**src/hdl/sbph_pkg.sv**
```systemverilog
package sbph_pkg;

  localparam int SBPH_BANDS = 8;
  localparam int SBPH_BINS  = 512;

  localparam int IDX_W     = 9;
  localparam int SMP_W     = 32;
  localparam int LVL_W     = 16;
  localparam int BAR_W     = 3;
  localparam int CFG_IDX_W = 2;
  localparam int CFG_W     = 16;
  localparam int SQ_W      = 64;
  localparam int FRAC_W    = 16;
  localparam int NORM_STEPS = 6;
  localparam int MAX_OUT   = 8;

  localparam logic [CFG_IDX_W-1:0] REG_FALL_STEP  = 2'd0;
  localparam logic [CFG_IDX_W-1:0] REG_LEVEL_GAIN = 2'd1;

  localparam logic [CFG_W-1:0] FALL_STEP_RST  = 16'd3277;
  localparam logic [CFG_W-1:0] LEVEL_GAIN_RST = 16'd21845;
  localparam logic [31:0]      LN2_Q16        = 32'd45426;
  localparam logic [LVL_W-1:0] FULL_SCALE     = 16'd32768;

  localparam logic [3:0] DP_NOP   = 4'd0;
  localparam logic [3:0] DP_CAP   = 4'd1;
  localparam logic [3:0] DP_SQA   = 4'd2;
  localparam logic [3:0] DP_SQB   = 4'd3;
  localparam logic [3:0] DP_ADD   = 4'd4;
  localparam logic [3:0] DP_NORM  = 4'd5;
  localparam logic [3:0] DP_SQR   = 4'd6;
  localparam logic [3:0] DP_LN    = 4'd7;
  localparam logic [3:0] DP_GAIN  = 4'd8;
  localparam logic [3:0] DP_ACC   = 4'd9;
  localparam logic [3:0] DP_SW_WR = 4'd10;

  typedef struct packed {
    logic [3:0] step;
    logic [2:0] norm_k;
    logic       sweep;
    logic       fall;
    logic       emit;
  } sbph_cmd_t;

  typedef struct packed {
    logic last;
    logic out_free;
  } sbph_stat_t;

endpackage

```
**src/hdl/sbph_ram.sv**
```systemverilog
module sbph_ram #(
  parameter int WIDTH = 16,
  parameter int DEPTH = 8,
  localparam int AW = (DEPTH > 1) ? $clog2(DEPTH) : 1
) (
  input  logic             clk,
  input  logic             we,
  input  logic [AW-1:0]    waddr,
  input  logic [WIDTH-1:0] wdata,
  input  logic [AW-1:0]    raddr,
  output logic [WIDTH-1:0] rdata
);

  logic [WIDTH-1:0] mem [DEPTH];

  always_ff @(posedge clk) begin
    if (we) begin
      mem[waddr] <= wdata;
    end
    rdata <= mem[raddr];
  end

endmodule

```
**src/hdl/sbph_ctrl.sv**
```systemverilog
module sbph_ctrl #(
  parameter int BANDS = sbph_pkg::SBPH_BANDS,
  localparam int BW = (BANDS > 1) ? $clog2(BANDS) : 1
) (
  input  logic                  clk,
  input  logic                  rst_n,
  input  logic                  in_valid,
  input  logic                  in_action,
  output logic                  in_stall,
  input  sbph_pkg::sbph_stat_t  stat,
  output sbph_pkg::sbph_cmd_t   cmd,
  output logic [BW-1:0]         k
);

  import sbph_pkg::*;

  localparam int NOUT = (BANDS < MAX_OUT) ? BANDS : MAX_OUT;

  localparam logic [3:0] S_IDLE   = 4'd0;
  localparam logic [3:0] S_SQA    = 4'd1;
  localparam logic [3:0] S_SQB    = 4'd2;
  localparam logic [3:0] S_ADD    = 4'd3;
  localparam logic [3:0] S_NORM   = 4'd4;
  localparam logic [3:0] S_SQR    = 4'd5;
  localparam logic [3:0] S_LN     = 4'd6;
  localparam logic [3:0] S_GAIN   = 4'd7;
  localparam logic [3:0] S_ACC    = 4'd8;
  localparam logic [3:0] S_SW_RD  = 4'd9;
  localparam logic [3:0] S_SW_UPD = 4'd10;

  logic [3:0]    state_r, state_nxt;
  logic [3:0]    cnt_r, cnt_nxt;
  logic [BW-1:0] k_r, k_nxt;
  logic          fall_r, fall_nxt;
  logic          emit_k;
  logic          last_k;

  assign k = k_r;

  always_comb begin
    state_nxt = state_r;
    cnt_nxt   = cnt_r;
    k_nxt     = k_r;
    fall_nxt  = fall_r;
    emit_k    = {1'b0, k_r} < (BW+1)'(NOUT);
    last_k    = (k_r == BW'(BANDS - 1));
    in_stall  = (state_r != S_IDLE);
    cmd        = '0;
    cmd.step   = DP_NOP;
    cmd.norm_k = cnt_r[2:0];
    cmd.fall   = fall_r;
    cmd.emit   = emit_k;
    unique case (state_r)
      S_IDLE: begin
        if (in_valid) begin
          if (in_action) begin
            fall_nxt  = 1'b1;
            k_nxt     = '0;
            state_nxt = S_SW_RD;
          end else begin
            cmd.step  = DP_CAP;
            state_nxt = S_SQA;
          end
        end
      end
      S_SQA: begin
        cmd.step  = DP_SQA;
        state_nxt = S_SQB;
      end
      S_SQB: begin
        cmd.step  = DP_SQB;
        state_nxt = S_ADD;
      end
      S_ADD: begin
        cmd.step  = DP_ADD;
        cnt_nxt   = 4'(NORM_STEPS - 1);
        state_nxt = S_NORM;
      end
      S_NORM: begin
        cmd.step = DP_NORM;
        if (cnt_r == '0) begin
          cnt_nxt   = 4'(FRAC_W - 1);
          state_nxt = S_SQR;
        end else begin
          cnt_nxt = cnt_r - 4'd1;
        end
      end
      S_SQR: begin
        cmd.step = DP_SQR;
        if (cnt_r == '0) begin
          state_nxt = S_LN;
        end else begin
          cnt_nxt = cnt_r - 4'd1;
        end
      end
      S_LN: begin
        cmd.step  = DP_LN;
        state_nxt = S_GAIN;
      end
      S_GAIN: begin
        cmd.step  = DP_GAIN;
        state_nxt = S_ACC;
      end
      S_ACC: begin
        cmd.step = DP_ACC;
        if (stat.last) begin
          fall_nxt  = 1'b0;
          k_nxt     = '0;
          state_nxt = S_SW_RD;
        end else begin
          state_nxt = S_IDLE;
        end
      end
      S_SW_RD: begin
        cmd.sweep = 1'b1;
        state_nxt = S_SW_UPD;
      end
      S_SW_UPD: begin
        cmd.sweep = 1'b1;
        if (!emit_k || stat.out_free) begin
          cmd.step = DP_SW_WR;
          if (last_k) begin
            state_nxt = S_IDLE;
          end else begin
            k_nxt     = k_r + BW'(1);
            state_nxt = S_SW_RD;
          end
        end
      end
      default: begin
        state_nxt = S_IDLE;
      end
    endcase
  end

  always_ff @(posedge clk) begin
    if (!rst_n) begin
      state_r <= S_IDLE;
      cnt_r   <= '0;
      k_r     <= '0;
      fall_r  <= 1'b0;
    end else begin
      state_r <= state_nxt;
      cnt_r   <= cnt_nxt;
      k_r     <= k_nxt;
      fall_r  <= fall_nxt;
    end
  end

  a_tick_sweeps: assert property (@(posedge clk) disable iff (!rst_n)
    (in_valid && !in_stall && in_action) |=> (state_r == S_SW_RD && fall_r))
    else $error("fall tick did not start a sweep");

  a_emit_free: assert property (@(posedge clk) disable iff (!rst_n)
    (cmd.step == DP_SW_WR && cmd.emit) |-> stat.out_free)
    else $error("bar written over an untaken result");

  a_k_range: assert property (@(posedge clk) disable iff (!rst_n)
    k_r <= BW'(BANDS - 1))
    else $error("band counter out of range");

endmodule

```
**src/hdl/sbph_dp.sv**
```systemverilog
module sbph_dp #(
  parameter int BANDS = sbph_pkg::SBPH_BANDS,
  parameter int BINS  = sbph_pkg::SBPH_BINS,
  localparam int BW = (BANDS > 1) ? $clog2(BANDS) : 1
) (
  input  logic                              clk,
  input  logic                              rst_n,
  input  sbph_pkg::sbph_cmd_t               cmd,
  input  logic [BW-1:0]                     k,
  output sbph_pkg::sbph_stat_t              stat,
  input  logic [sbph_pkg::IDX_W-1:0]        in_bin_index,
  input  logic signed [sbph_pkg::SMP_W-1:0] in_bin_real,
  input  logic signed [sbph_pkg::SMP_W-1:0] in_bin_imag,
  input  logic                              in_last_bin,
  input  logic                              cfg_valid,
  input  logic [sbph_pkg::CFG_IDX_W-1:0]    cfg_index,
  input  logic [sbph_pkg::CFG_W-1:0]        cfg_data,
  output logic                              out_valid,
  input  logic                              out_stall,
  output logic [sbph_pkg::BAR_W-1:0]        out_band_number,
  output logic [sbph_pkg::LVL_W-1:0]        out_bar_level,
  output logic                              out_last_bar
);

  import sbph_pkg::*;

  localparam int     NOUT   = (BANDS < MAX_OUT) ? BANDS : MAX_OUT;
  localparam int     HALF   = BINS / 2;
  localparam int     P_W    = IDX_W + $clog2(2 * BANDS) + 1;
  localparam int     L_W    = $clog2(BINS);
  localparam int     SH     = P_W + L_W;
  localparam longint RECIP  = ((longint'(1) << SH) + longint'(BINS) - 1) / longint'(BINS);
  localparam int     BP_W   = 2 * P_W + 2;
  localparam logic [21:0] L2_THR = 22'(32 << FRAC_W);

  function automatic logic [SMP_W-1:0] mag(input logic signed [SMP_W-1:0] x);
    mag = x[SMP_W-1] ? (~x + 32'd1) : x;
  endfunction

  logic [SMP_W-1:0]  a_r, b_r;
  logic [BW-1:0]     band_r;
  logic              rng_r, last_r;
  logic [SQ_W-1:0]   s_r, p_r;
  logic [5:0]        sh_r;
  logic [31:0]       m_r;
  logic [FRAC_W-1:0] frac_r;
  logic [CFG_W-1:0]  fall_step_r, level_gain_r;
  logic [BANDS-1:0]  acc_vld_r, pair_vld_r;
  logic              out_vld_r, out_last_r;
  logic [BAR_W-1:0]  out_band_r;
  logic [LVL_W-1:0]  out_level_r;

  logic [P_W-1:0]    idx_p;
  logic [BP_W-1:0]   band_prod;
  logic [BP_W-1:0]   band_full;
  logic              rng_c;
  logic [31:0]       mul_a, mul_b;
  logic [SQ_W-1:0]   prod;
  logic              hz;
  logic [SQ_W-1:0]   s_sh;
  logic [5:0]        sh_inc;
  logic [32:0]       sq_q;
  logic [31:0]       m_new;
  logic [21:0]       l2;
  logic [20:0]       t;
  logic [18:0]       lvl_raw;
  logic [LVL_W-1:0]  lvl;
  logic [LVL_W-1:0]  acc_rd, acc_b, acc_e;
  logic [2*LVL_W-1:0] pair_rd;
  logic [LVL_W-1:0]  frm_e, shw_e, frm_n, shw_n;
  logic              acc_we, sw_wr, out_load;
  logic [BW-1:0]     acc_raddr;

  assign idx_p     = P_W'(in_bin_index) * P_W'(2 * BANDS);
  assign band_prod = BP_W'(idx_p) * BP_W'(RECIP);
  assign band_full = band_prod >> SH;
  assign rng_c     = int'(in_bin_index) < HALF;

  always_comb begin
    mul_a = '0;
    mul_b = '0;
    unique case (cmd.step)
      DP_SQA: begin
        mul_a = a_r;
        mul_b = a_r;
      end
      DP_SQB: begin
        mul_a = b_r;
        mul_b = b_r;
      end
      DP_SQR: begin
        mul_a = m_r;
        mul_b = m_r;
      end
      DP_LN: begin
        mul_a = 32'(t);
        mul_b = LN2_Q16;
      end
      DP_GAIN: begin
        mul_a = 32'(p_r[36:17]);
        mul_b = 32'(level_gain_r);
      end
      default: begin
        mul_a = '0;
        mul_b = '0;
      end
    endcase
  end

  assign prod = SQ_W'(mul_a) * SQ_W'(mul_b);

  always_comb begin
    unique case (cmd.norm_k)
      3'd5:    hz = (s_r[63:32] == '0);
      3'd4:    hz = (s_r[63:48] == '0);
      3'd3:    hz = (s_r[63:56] == '0);
      3'd2:    hz = (s_r[63:60] == '0);
      3'd1:    hz = (s_r[63:62] == '0);
      3'd0:    hz = !s_r[63];
      default: hz = 1'b0;
    endcase
  end

  assign sh_inc = 6'd1 << cmd.norm_k;
  assign s_sh   = hz ? (s_r << (7'd1 << cmd.norm_k)) : s_r;

  assign sq_q  = prod[63:31];
  assign m_new = sq_q[32] ? sq_q[32:1] : sq_q[31:0];

  assign l2 = {~sh_r, frac_r};
  assign t  = (l2 > L2_THR) ? 21'(l2 - L2_THR) : '0;

  assign lvl_raw = p_r[35:17];
  assign lvl     = (lvl_raw > 19'(FULL_SCALE)) ? FULL_SCALE : lvl_raw[LVL_W-1:0];
  assign acc_b   = acc_vld_r[band_r] ? acc_rd : '0;
  assign acc_we  = (cmd.step == DP_ACC) && rng_r && (lvl > acc_b);

  assign acc_e = acc_vld_r[k] ? acc_rd : '0;
  assign frm_e = pair_vld_r[k] ? pair_rd[2*LVL_W-1:LVL_W] : '0;
  assign shw_e = pair_vld_r[k] ? pair_rd[LVL_W-1:0] : '0;

  always_comb begin
    if (cmd.fall) begin
      frm_n = frm_e;
      if (frm_e < shw_e) begin
        shw_n = (shw_e > fall_step_r) ? (shw_e - fall_step_r) : '0;
      end else begin
        shw_n = shw_e;
      end
    end else begin
      frm_n = acc_e;
      shw_n = (acc_e > shw_e) ? acc_e : shw_e;
    end
  end

  assign sw_wr     = (cmd.step == DP_SW_WR);
  assign out_load  = sw_wr && cmd.emit;
  assign acc_raddr = cmd.sweep ? k : band_r;

  sbph_ram #(
    .WIDTH (LVL_W),
    .DEPTH (BANDS)
  ) u_acc_ram (
    .clk   (clk),
    .we    (acc_we),
    .waddr (band_r),
    .wdata (lvl),
    .raddr (acc_raddr),
    .rdata (acc_rd)
  );

  sbph_ram #(
    .WIDTH (2 * LVL_W),
    .DEPTH (BANDS)
  ) u_pair_ram (
    .clk   (clk),
    .we    (sw_wr),
    .waddr (k),
    .wdata ({frm_n, shw_n}),
    .raddr (k),
    .rdata (pair_rd)
  );

  always_ff @(posedge clk) begin
    unique case (cmd.step)
      DP_CAP: begin
        a_r    <= mag(in_bin_real);
        b_r    <= mag(in_bin_imag);
        band_r <= band_full[BW-1:0];
        rng_r  <= rng_c;
        last_r <= in_last_bin;
      end
      DP_SQA: begin
        s_r <= prod;
      end
      DP_SQB: begin
        p_r <= prod;
      end
      DP_ADD: begin
        s_r  <= s_r + p_r;
        sh_r <= '0;
      end
      DP_NORM: begin
        s_r <= s_sh;
        m_r <= s_sh[63:32];
        if (hz) begin
          sh_r <= sh_r + sh_inc;
        end
      end
      DP_SQR: begin
        m_r    <= m_new;
        frac_r <= {frac_r[FRAC_W-2:0], sq_q[32]};
      end
      DP_LN, DP_GAIN: begin
        p_r <= prod;
      end
      default: begin
      end
    endcase
  end

  always_ff @(posedge clk) begin
    if (!rst_n) begin
      acc_vld_r  <= '0;
      pair_vld_r <= '0;
    end else begin
      if (acc_we) begin
        acc_vld_r[band_r] <= 1'b1;
      end
      if (sw_wr) begin
        pair_vld_r[k] <= 1'b1;
        if (!cmd.fall) begin
          acc_vld_r[k] <= 1'b0;
        end
      end
    end
  end

  always_ff @(posedge clk) begin
    if (!rst_n) begin
      fall_step_r  <= FALL_STEP_RST;
      level_gain_r <= LEVEL_GAIN_RST;
    end else if (cfg_valid) begin
      if (cfg_index == REG_FALL_STEP) begin
        fall_step_r <= cfg_data;
      end else if (cfg_index == REG_LEVEL_GAIN) begin
        level_gain_r <= cfg_data;
      end
    end
  end

  always_ff @(posedge clk) begin
    if (!rst_n) begin
      out_vld_r <= 1'b0;
    end else if (out_load) begin
      out_vld_r <= 1'b1;
    end else if (!out_stall) begin
      out_vld_r <= 1'b0;
    end
  end

  always_ff @(posedge clk) begin
    if (out_load) begin
      out_band_r  <= BAR_W'(k);
      out_level_r <= shw_n;
      out_last_r  <= (k == BW'(NOUT - 1));
    end
  end

  assign stat.last     = last_r;
  assign stat.out_free = !out_vld_r || !out_stall;

  assign out_valid       = out_vld_r;
  assign out_band_number = out_band_r;
  assign out_bar_level   = out_level_r;
  assign out_last_bar    = out_last_r;

  a_band_map: assert property (@(posedge clk) disable iff (!rst_n)
    (cmd.step == DP_ACC && rng_r) |-> (band_r <= BW'(BANDS - 1)))
    else $error("bin mapped past the last band");

  a_mant_norm: assert property (@(posedge clk) disable iff (!rst_n)
    (cmd.step == DP_SQR) |-> (m_r[31] || m_r == '0))
    else $error("mantissa not normalized");

endmodule

```
**src/hdl/spectrum_band_peak_hold_core.sv**
```systemverilog
// Bin transaction: two squares, a 6-step normalize, 16 log2 squaring steps and two
//   gain multiplies on one multiplier; no new bin is accepted until the transaction ends.
// Frame end or fall tick: a band sweep follows, reading and then updating each band;
//   a band update waits while an untaken bar is held at the output.
// Reset (rst_n low, synchronous) clears all band levels and bars to zero and loads
//   fall_step = 3277, level_gain = 21845.
module spectrum_band_peak_hold_core #(
  parameter int BANDS = sbph_pkg::SBPH_BANDS,
  parameter int BINS  = sbph_pkg::SBPH_BINS
) (
  input  logic                              clk,
  input  logic                              rst_n,
  input  logic                              in_valid,
  output logic                              in_stall,
  input  logic                              in_action,
  input  logic [sbph_pkg::IDX_W-1:0]        in_bin_index,
  input  logic signed [sbph_pkg::SMP_W-1:0] in_bin_real,
  input  logic signed [sbph_pkg::SMP_W-1:0] in_bin_imag,
  input  logic                              in_last_bin,
  output logic                              out_valid,
  input  logic                              out_stall,
  output logic [sbph_pkg::BAR_W-1:0]        out_band_number,
  output logic [sbph_pkg::LVL_W-1:0]        out_bar_level,
  output logic                              out_last_bar,
  input  logic                              cfg_valid,
  output logic                              cfg_ready,
  input  logic [sbph_pkg::CFG_IDX_W-1:0]    cfg_index,
  input  logic [sbph_pkg::CFG_W-1:0]        cfg_data
);

  import sbph_pkg::*;

  localparam int BW = (BANDS > 1) ? $clog2(BANDS) : 1;

  sbph_cmd_t     cmd;
  sbph_stat_t    stat;
  logic [BW-1:0] k;

  assign cfg_ready = 1'b1;

  sbph_ctrl #(
    .BANDS (BANDS)
  ) u_ctrl (
    .clk       (clk),
    .rst_n     (rst_n),
    .in_valid  (in_valid),
    .in_action (in_action),
    .in_stall  (in_stall),
    .stat      (stat),
    .cmd       (cmd),
    .k         (k)
  );

  sbph_dp #(
    .BANDS (BANDS),
    .BINS  (BINS)
  ) u_dp (
    .clk             (clk),
    .rst_n           (rst_n),
    .cmd             (cmd),
    .k               (k),
    .stat            (stat),
    .in_bin_index    (in_bin_index),
    .in_bin_real     (in_bin_real),
    .in_bin_imag     (in_bin_imag),
    .in_last_bin     (in_last_bin),
    .cfg_valid       (cfg_valid),
    .cfg_index       (cfg_index),
    .cfg_data        (cfg_data),
    .out_valid       (out_valid),
    .out_stall       (out_stall),
    .out_band_number (out_band_number),
    .out_bar_level   (out_bar_level),
    .out_last_bar    (out_last_bar)
  );

endmodule

```
**config.mk**
```make
export PLATFORM = sky130hd
export DESIGN_NAME = spectrum_band_peak_hold_core
export DESIGN_NICKNAME = d
export VERILOG_FILES = /design/src/hdl/sbph_pkg.sv /design/src/hdl/sbph_ram.sv /design/src/hdl/sbph_ctrl.sv /design/src/hdl/sbph_dp.sv /design/src/hdl/spectrum_band_peak_hold_core.sv
export SDC_FILE = /design/constraint.sdc
export NUM_CORES = 2
export LEC_CHECK = 0
export BUFFER_PORTS_ARGS = -buffer_cell sky130_fd_sc_hd__buf_2
export CAP_MARGIN = 20
export CORE_ASPECT_RATIO = 1.2
export CORE_UTILIZATION = 50
export DETAILED_ROUTE_END_ITERATION = 12
export PLACE_DENSITY = 0.66
export SYNTH_ARGS = -nofsm -noshare
export SYNTH_HDL_FRONTEND = slang
export SYNTH_SLANG_ARGS = --single-unit
```
**constraint.sdc**
```tcl
create_clock -name clk -period 21.7 [get_ports clk]
set_clock_uncertainty 0.2 [all_clocks]
set_input_delay 4.34 -clock clk [delete_from_list [all_inputs] [get_ports clk]]
set_output_delay 4.34 -clock clk [all_outputs]
set_load 0.01 [all_outputs]
```
==> metrics.md <==
| Metric | Value |
|---|---|
| Xor/xnor cell area share of the yosys netlist | 2.51% |
| Post-synth EDFFs | 655 |
| Setup violations, final | 0 |
| WL final | about 230000 um |
| Worst-case clock buffer depth | 3 |
| Worst Hold Class | reg2reg |
| Via total after detailed routing | 54.5k |
| Cells after Synth | ~7.2k |
| Crit Reg-Reg Startpoint | u_ctrl.state_r[0] |
| Multiplexer area fraction after synthesis | 3.75% |
| Total Routing Usage GR | approximately a third |
| FFs w/ async S/R, synth | 0% |
| CTS Root Cell | clkbuf_16 |
| RSZ-0062 raised after global routing | false |
| Setup Buffers After CTS | 0 |
| Number of max-cap violations | 0 |
| Tcrit/Tclk final | between 60% and 70% |
| Largest net degree at the start of global routing | 80 |
| CP endpoint kind | flip-flop |
| Combinational family with the most area after synthesis | adder cells |
| Starting density of the core | approximately half |
| IO buf count | about 110 |
| Fill cells | 12.5k |
| Synthesized cell area | 0.0716 mm2 |
| Worst slew pin tran | about 1.2 ns |
| Simple-gate share of the synthesized area | between 10 and 15% |
| I/O pin total | ~120 |
| Final hold violations | 0 |
| Chip height | about 420 um |
| Pins Over Slew Limit | 0 |
| Routed len/inst | 24.9 um |
| Compound-Gate Fraction of Synth Area | ~11% |
| Hold_buf cts | 0 |
| #FFs+latches synth | 764 |
| First-pass DRT Iterations | 6 |
| Die area | approximately 0.14 mm2 |
| Most used DFF post-synth | edfxtp_1 |
| Fin util | a little over half |
| Slew headroom | about a fifth |
| Via/cell ratio | 6.00 |
| DPL Wire Length | 168000 um |
| Final min period | roughly 13 ns |
| Inserted Clock Buffers | between 80 and 90 |
| Total clock sinks | between 700 and 800 |
| Die width | 347 um |
| Share of layout cells above drive strength 1 | ~8% |
| Core Region | 0.142 mm2 |
| Row cnt | 151 |
| Setup TNS | 0 ns |
| Antenna-violating nets left | 0 |
| Highest clock rate | ~0.075 GHz |
| H-tree levels | 3 |
| Worst Reg-to-Reg Cells | 37 |
| Pwr dens | around 120 mW/mm2 |
| Nets | 8559 |
| Adder-cell share of the synthesized area | approximately a third |
| Antenna violations before repair | 3 |
| Outcome | finished clean |
| Max stage delay on crit path | 0.85 ns |
| Power Total | about 0.0093 W |
| Area of the multi-input gates | roughly 0.044 mm2 |
| Crit path top cell by count | fa_1 |
| Initial DRC count | 4925 |
| Netlist cell types | 96 |
| Clock transition at path regs | ~0.060 ns |
| Critical path endpoint | u_dp.m_r[13] |
| Post-synthesis net count | about 8.6k |
| Routability congestion estimate | slightly below 1 |
| CP Launch Type | flip-flop |
| Yosys warnings | 0 |
| FF+latch area | 0.0219 mm2 |
| Global-route wire length before repair | around 340000 um |
| Slowest cell on the critical path | clkinv_1 |
| Total congestion overflow | 0 |
| Critical Path Source | u_ctrl.state_r[0] |
| Flop-to-flop setup slack | 8.28 ns |
| P_leak | between 30 and 40 nW |
| Register area share after synthesis | 30.5% |
| Critical path peak fanout | 37 |
| Clk Latency, worst-skew pair | about 0.70 ns |
| Residual DRC | 0 |
| CTS tree | built |
| Worst EP required | 21.93 ns |
| Worst R2R End | u_dp.m_r[13] |
| Crit path kind | reg2reg |
| Maximum VDD drop | around 0.098 mV |
| Syn-to-layout area delta | 8.10% |
| Vias in the first global route | approximately 56k |
| CTS resizes | 0 |
| Worst EP arrival | ~14 ns |
| Syn_area_per_cell | 9.93 um2 |
cell usage in the layout (no fill, tap or decap), types with 20 or more instances in the layout:
| master | count |
|---|---|
| o21ai_0 | 189 |
| a211oi_1 | 22 |
| buf_4 | 149 |
| nor3_1 | 48 |
| ha_1 | 399 |
| or3_1 | 25 |
| nor2b_1 | 25 |
| o22ai_1 | 24 |
| and3_1 | 43 |
| buf_2 | 114 |
| fa_1 | 882 |
| a21oi_1 | 264 |
| mux4_2 | 47 |
| nand3_1 | 83 |
| nor4_1 | 21 |
| inv_1 | 1166 |
| a221oi_1 | 20 |
| o211ai_1 | 36 |
| a22oi_1 | 219 |
| dfxtp_1 | 108 |
| o21a_1 | 30 |
| nand2_1 | 877 |
| o21bai_1 | 23 |
| a21boi_0 | 25 |
| a221o_1 | 24 |
| nand4_1 | 74 |
| nor2_1 | 652 |
| edfxtp_1 | 655 |
| xnor2_1 | 149 |
| mux2i_1 | 138 |
| a31oi_1 | 45 |
| nand2b_1 | 27 |
| xor2_1 | 53 |
| and2_1 | 47 |
| clkbuf_16 | 84 |
| a21o_1 | 89 |
synth_stat cells, drive strengths merged, types with 28 or more instances:
library cell  count  share of area [%]
and3             43               0.38
nand3            85               0.59
dfxtp           109                3.0
a22oi           219                2.3
buf              65               0.41
nor3             57               0.41
a21boi           28               0.29
edfxtp          655                 27
a31oi            45               0.39
or3              28               0.26
ha              399                7.0
o21ai           202                1.4
nor2            658                3.5
a21o             89               0.93
o21a             30               0.31
a21oi           271                1.9
mux4             47                1.5
mux2i           141                2.0
o211ai           36               0.38
xnor2           150                1.9
a211oi           28               0.29
inv            1171                6.1
and2             50               0.44
nand2           879                4.6
nand2b           29               0.26
clkbuf          315                1.7
a221oi           35               0.44
fa              882                 25
nand4            74               0.65
xor2             53               0.65
flip-flops by register name, summed over array words and instances (netlist names), 8 cells and up:
name	count
u_dp.u_pair_ram.mem	256
u_dp.frac_r	16
u_dp.a_r	32
u_dp.fall_step_r	16
u_dp.acc_vld_r	8
u_dp.m_r	32
u_dp.u_acc_ram.mem	128
u_dp.u_acc_ram.rdata	16
u_dp.level_gain_r	16
u_dp.b_r	32
u_dp.out_bar_level	16
u_dp.s_r	64
u_dp.p_r	64
u_dp.pair_vld_r	8
u_dp.u_pair_ram.rdata	32
where the power goes:
part           total, W  internal, W  leakage (nW)  switching (W)
Combinational   0.00579      0.00195          26.2        0.00385
Sequential      0.00206      0.00190          6.62       0.000161
Clock           0.00143     0.000823          1.34       0.000611
per-layer routing:
metal  global-route usage (%)  part of all wire [%]
met2                     52.9                    49
met1                     37.8                    36
met3                     4.76                   7.6
met5                        0                 0.011
met4                     20.8                   7.5
cells by family after synthesis:
group,count (synthesis)
AO/OA/AOI/OAI,1188
adder cells (fa/ha/maj),1281
AND/OR/NAND/NOR,2005
buffers and inverters,1559
other,1
flip-flops,764
XOR/XNOR,203
multiplexers,207
critical path: cells and delay by family, from the launching register on:
family | cells | cell delay [ns]
AO/OA/AOI/OAI | 10 | 3.23
AND/OR/NAND/NOR | 8 | 2.03
adder cells (fa/ha/maj) | 9 | 4.39
buffers and inverters | 9 | 2.38
XOR/XNOR | 1 | 0.13
flip-flops | 1 | 0.73
worst min path at each step:
stage / startpoint / slack [ns] / endpoint / cells after the start
6_report: u_dp.fall_step_r[13] / 0.27 / u_dp.fall_step_r[13] / 2
5_1_grt: u_dp.pair_vld_r[5] / 0.28 / u_dp.pair_vld_r[5] / 1
4_1_cts: u_dp.pair_vld_r[7] / 0.27 / u_dp.pair_vld_r[7] / 1
3_5_place_dp: u_dp.pair_vld_r[7] / 0.25 / u_dp.pair_vld_r[7] / 1
3_3_place_gp: u_dp.pair_vld_r[6] / 0.24 / u_dp.pair_vld_r[6] / 1
2_1_floorplan: u_dp.pair_vld_r[3] / 0.24 / u_dp.pair_vld_r[3] / 1
area by class of cell:
class	instances	area share, %
Clock inverter	53	0.738
Sequential cell	764	28.2
Tap cell	1836	2.97
Timing Repair Buffer	268	2.30
Clock buffer	99	2.83
Inverter	1179	5.72
Multi-Input combinational cell	4885	57.2
Antenna cell	2	0.00647
stage by stage:
stage	hold slack, ns	instances	setup WS, ns	area [um2]
after floorplan	0.235	7208	11.55	71600
after global placement	0.241	8927	8.64	74500
after detailed placement	0.253	8929	8.58	74500
after CTS	0.266	9081	8.56	77300
after global routing	0.282	9084	7.89	77400
final	0.266	9086	8.28	77400
No activity file was read; power rests on OpenSTA's default activity.
